### config.mk
export PLATFORM = sky130hd
export DESIGN_NAME = rti_ram
export DESIGN_NICKNAME = d
export VERILOG_FILES = /design/src/rtl/ray_triangle_intersect_assert.svh /design/src/rtl/rti_ram.sv
export SDC_FILE = /design/constraint.sdc
export NUM_CORES = 1
export LEC_CHECK = 0
export BUFFER_PORTS_ARGS = -buffer_cell sky130_fd_sc_hd__buf_2
export CORE_ASPECT_RATIO = 0.7
export CORE_UTILIZATION = 30
export CTS_CLUSTER_DIAMETER = 200
export DETAILED_ROUTE_END_ITERATION = 16
export PLACE_DENSITY = 0.56
export SLEW_MARGIN = 20
export SYNTH_ARGS = -nofsm -noshare
export SYNTH_HDL_FRONTEND = slang
export SYNTH_SLANG_ARGS = --single-unit
### constraint.sdc
create_clock -name clk -period 6.3 [get_ports clk]
set_input_delay 0.315 -clock clk [delete_from_list [all_inputs] [get_ports clk]]
set_output_delay 0.315 -clock clk [all_outputs]
set_load 0.05 [all_outputs]
### src/rtl/ray_triangle_intersect_assert.svh
// Assertion macros for the ray/triangle intersection RTL.
`ifndef RAY_TRIANGLE_INTERSECT_ASSERT_SVH
`define RAY_TRIANGLE_INTERSECT_ASSERT_SVH

// Consequence must hold in the same cycle as the antecedent.
`define RTI_ASSERT(label, ante, cons, msg) \
  label: assert property (@(posedge clk) disable iff (rst) (ante) |-> (cons)) \
    else $error(msg);

// Consequence must hold in the cycle after the antecedent.
`define RTI_ASSERT_NEXT(label, ante, cons, msg) \
  label: assert property (@(posedge clk) disable iff (rst) (ante) |=> (cons)) \
    else $error(msg);

`endif

### src/rtl/rti_ram.sv
// Generic single-port-write, single-port-read RAM with registered read data.
`default_nettype none

module rti_ram #(
  parameter int WIDTH = 32,
  parameter int DEPTH = 16,
  localparam int AW = (DEPTH > 1) ? $clog2(DEPTH) : 1
) (
  input  logic             clk,
  input  logic             we,
  input  logic [AW-1:0]    waddr,
  input  logic [WIDTH-1:0] wdata,
  input  logic             re,
  input  logic [AW-1:0]    raddr,
  output logic [WIDTH-1:0] rdata
);

  logic [WIDTH-1:0] mem [DEPTH];

  // Write and read; a read of the address being written returns the old word.
  always_ff @(posedge clk) begin
    if (we) begin
      mem[waddr] <= wdata;
    end
    if (re) begin
      rdata <= mem[raddr];
    end
  end

endmodule

`default_nettype wire

Word-level counts from Yosys, hierarchy flattened
Memory sizes are Yosys's and may differ from the RTL's. A register that Yosys moved wholly into a read port is not among the register bits.
Cells that the tools add are included.
- register bits: 0
- memory bits (writable): 512
- word-level logic and storage cells: 3
- memories: 1
- mux-type cells: 2
- memory list (memory ; words ; bits a word ; read ports ; clocked after memory_dff ; write ports ; line ; source):
    mem ; 16 ; 32 ; 1 ; 1 ; 1 ; rti_ram.sv:18 ; logic [WIDTH-1:0] mem [DEPTH];
- operators with widths (cell ; count):
    1-bit 2-to-1 mux ; 2

Logic depth before layout (Yosys ltp)
- depth in word-level cells: 2
- depth in mapped cells: 5
- gate-level depth less buffers: 3

Worst setup path before layout
Ideal clock, no wire load.
- path type: input to register
- from: in waddr[2]
- to: mem mem[0][0], enable pin
- arrival time: 3033 ps
- data required time: 5839 ps
- setup slack: 2805 ps
- cell stages on the path: 2
- cell sequence: or3b_2 > nor3_1
- RTL lines (item ; line ; source):
    start, declared ; rti_ram.sv:11 ; input logic [AW-1:0] waddr,
    end, declared ; rti_ram.sv:18 ;
No word-level cell before the write port.

==> flow_summary.yaml <==
setup_path:
  crit_path_max_fanout: 45
  cpPeakStageDelay_ps: 570
  crit_path_top_delay_cell: "mux4_2"
  cp-start-kind: "primary input"
  crit_arrival_ps: 2600
  required_ps: 6610
  end_kind: "register"
  path_cells: "clkbuf_8, buf_16, buf_4, mux4_2, a22oi_1, nand2_1"
  path_class: "in -> reg"
hold_path:
  hp-class: "in -> reg"
drt:
  drc_errors: 0
  wire_per_inst_um: 24.37
  firstDrtPassIters: 5
  wl_um: 45620
  first_iter_violations: 911
  routed-via-count: 9115
  viasPerCell: 4.869
  ant_nets: 0
yosys:
  synth_cell_type_count: 17
  ys_seq_area_share_pct: 80.97
  synth-edff-count: 544
  ys_ff_latch: 544
  syn_inst: 838
  yosysTopAreaCell: "edfxtp_1"
  ys_warn_count: 0
  yosys-top-cells-area: "edfxtp_1, mux4_2, a22oi_1"
  avgSynthCellArea_um2: 24.07
  synth_nets: 881
  post-synth-top-area-fraction_pct: 80.97
  dominantRegCellSynth: "edfxtp_1"
  yosysMostFrequentCell: "edfxtp_1"
  async_flop_share_pct: 0
  synth_common_cells: "edfxtp_1, mux4_2, a22oi_1"
  synth.cell_area_mm2: 0.02017
timing:
  finalCriticalPeriod_ps: 2289
  final-max-slew-violation-count: 0
  fin_ws_ps: 4011
  period_share_pct: 36.33
  clock_skew_ps: 13.24
  rsz0062_at_grt: "no"
  setup_viol: 0
  maxSlewHeadroom_pct: 33.29
  hold_viol_final: 0
  tns_ps: 0
  timing.fmax_mhz: 436.9
  tightest_slew_ps: 1001
floorplanning:
  core_area_mm2: 0.06642
  die-area_mm2: 0.06831
  top_level_ports: 75
  fp-row-count: 79
  start_util_pct: 30.37
  dieWidth_um: 312.0
  die_h_um: 219.0
cells_and_area:
  final_cells: 1872
  layout.nets: 987
  drive_gt1_share_pct: 31.77
  area_growth_syn_to_layout_pct: 15.37
global_routing:
  grt_overflow: 0
  grt_antenna_before_repair: 2
  grt_usage_pct: 13.40
  first_global_vias: 9574
  grt_pass1_wl_um: 66520
  grt_max_degree: 81
run_status:
  status: "finished clean"
cts:
  cts_tree: "built"
  cts_made_buffers: 49
  path_clk_slew_ps: 70
  h-tree-depth: 2
  post_cts_buffers: 0
  cts_max_path_buffers: 3
  root_buffer: "clkbuf_16"
  cts_resized: 0
  clkLatencyLatePin_ps: 580
  cts.sinks: 544
  postCtsHoldBufs: 0
pwr:
  p_leak_nw: 7.236
  peakVddDrop_uv: 235.4
  powerDensity_mw_per_mm2: 315.8
place:
  gp_congestion: 0.6855
  hpwl_um: 21910
  placedCellCount: 1783
  port_buffers: 74
  dp_slack_ps: 3279
job:
  maxCapViolations: 0
flip-flops by register name (all words and copies together) (netlist names):
signal and count:
rdata 32, mem 512
path summary, 6_finish.rpt:
path         slack [ps]  depth (start not counted)        start         end
min reg2reg         750                          3  mem[15][23]   rdata[23]
max reg2reg        4800                          3    mem[3][4]    rdata[4]
max                4010                          6     raddr[0]    rdata[5]
min                 110                          1    wdata[18]  mem[2][18]
through the flow:
step / power (W) / hold slack, ps / instance area, um2 / util, %
detailed placement: 0.004596 / 702.8 / 21770 / 32.77
finish: 0.007350 / 111.2 / 23280 / 35.04
global route: 0.007584 / 97.61 / 23270 / 35.03
floorplan: 0.004429 / 413.9 / 20170 / -
global placement: 0.004585 / 685.2 / 21770 / 32.77
CTS: 0.007417 / 89.65 / 23240 / 34.99
where the power goes:
part / switching (W) / internal [W]
Clock: 0.00128 / 0.00155
Sequential: 0.0000240 / 0.00408
Combinational: 0.000271 / 0.000140
area by class of cell:
| cell class | count | area, um2 |
|---|---|---|
| antenna | 2 | 5.005 |
| timing repair buffer | 98 | 594.3 |
| clock inverter | 25 | 203.9 |
| clock buffer | 61 | 1271 |
| multi-input combinational | 251 | 3751 |
| fill | 6126 | 43150 |
| tap | 891 | 1115 |
| sequential | 544 | 16340 |
worst max-delay path: cells and delay by family:
kind / cells / cell delay [ps]
mux: 1 / 570
buf+inv: 3 / 1280
compound gates: 1 / 260
simple gates: 1 / 90
logic make-up after synthesis:
logic type             after synthesis  share of synthesized area (%)
flip-flops                         544                          80.97
AND/OR/NAND/NOR                     59                          1.253
AO/OA/AOI/OAI                       64                          2.382
buffers and inverters               43                          1.104
multiplexers                       128                          14.29
cells in the final DEF (no fill, tap or decap):
cell and instances:
bufinv_16 3, buf_16 1, clkinv_1 10, nand2b_1 2
nor2_4 13, buf_2 72, buf_12 1, mux4_2 128
buf_4 23, clkbuf_8 1, and2_4 1, clkbuf_16 49
or3b_2 1, nor2b_4 2, a22oi_1 64, clkbuf_1 12
nand3b_1 2, inv_6 2, edfxtp_1 544, clkinv_2 8
nor3_2 4, inv_8 1, nand2_1 33, nand3_1 1
diode_2 2, clkinvlp_4 1
layer usage:
layer	wire length [um]	GRT usage (%)	part of all wire, %
met4	608	2.402	1.3
met1	21820	20.19	48
met3	2901	2.826	6.4
met5	13	0	0.028
met2	20280	20.07	44
Note: power is estimated with default switching activity, not from simulation.
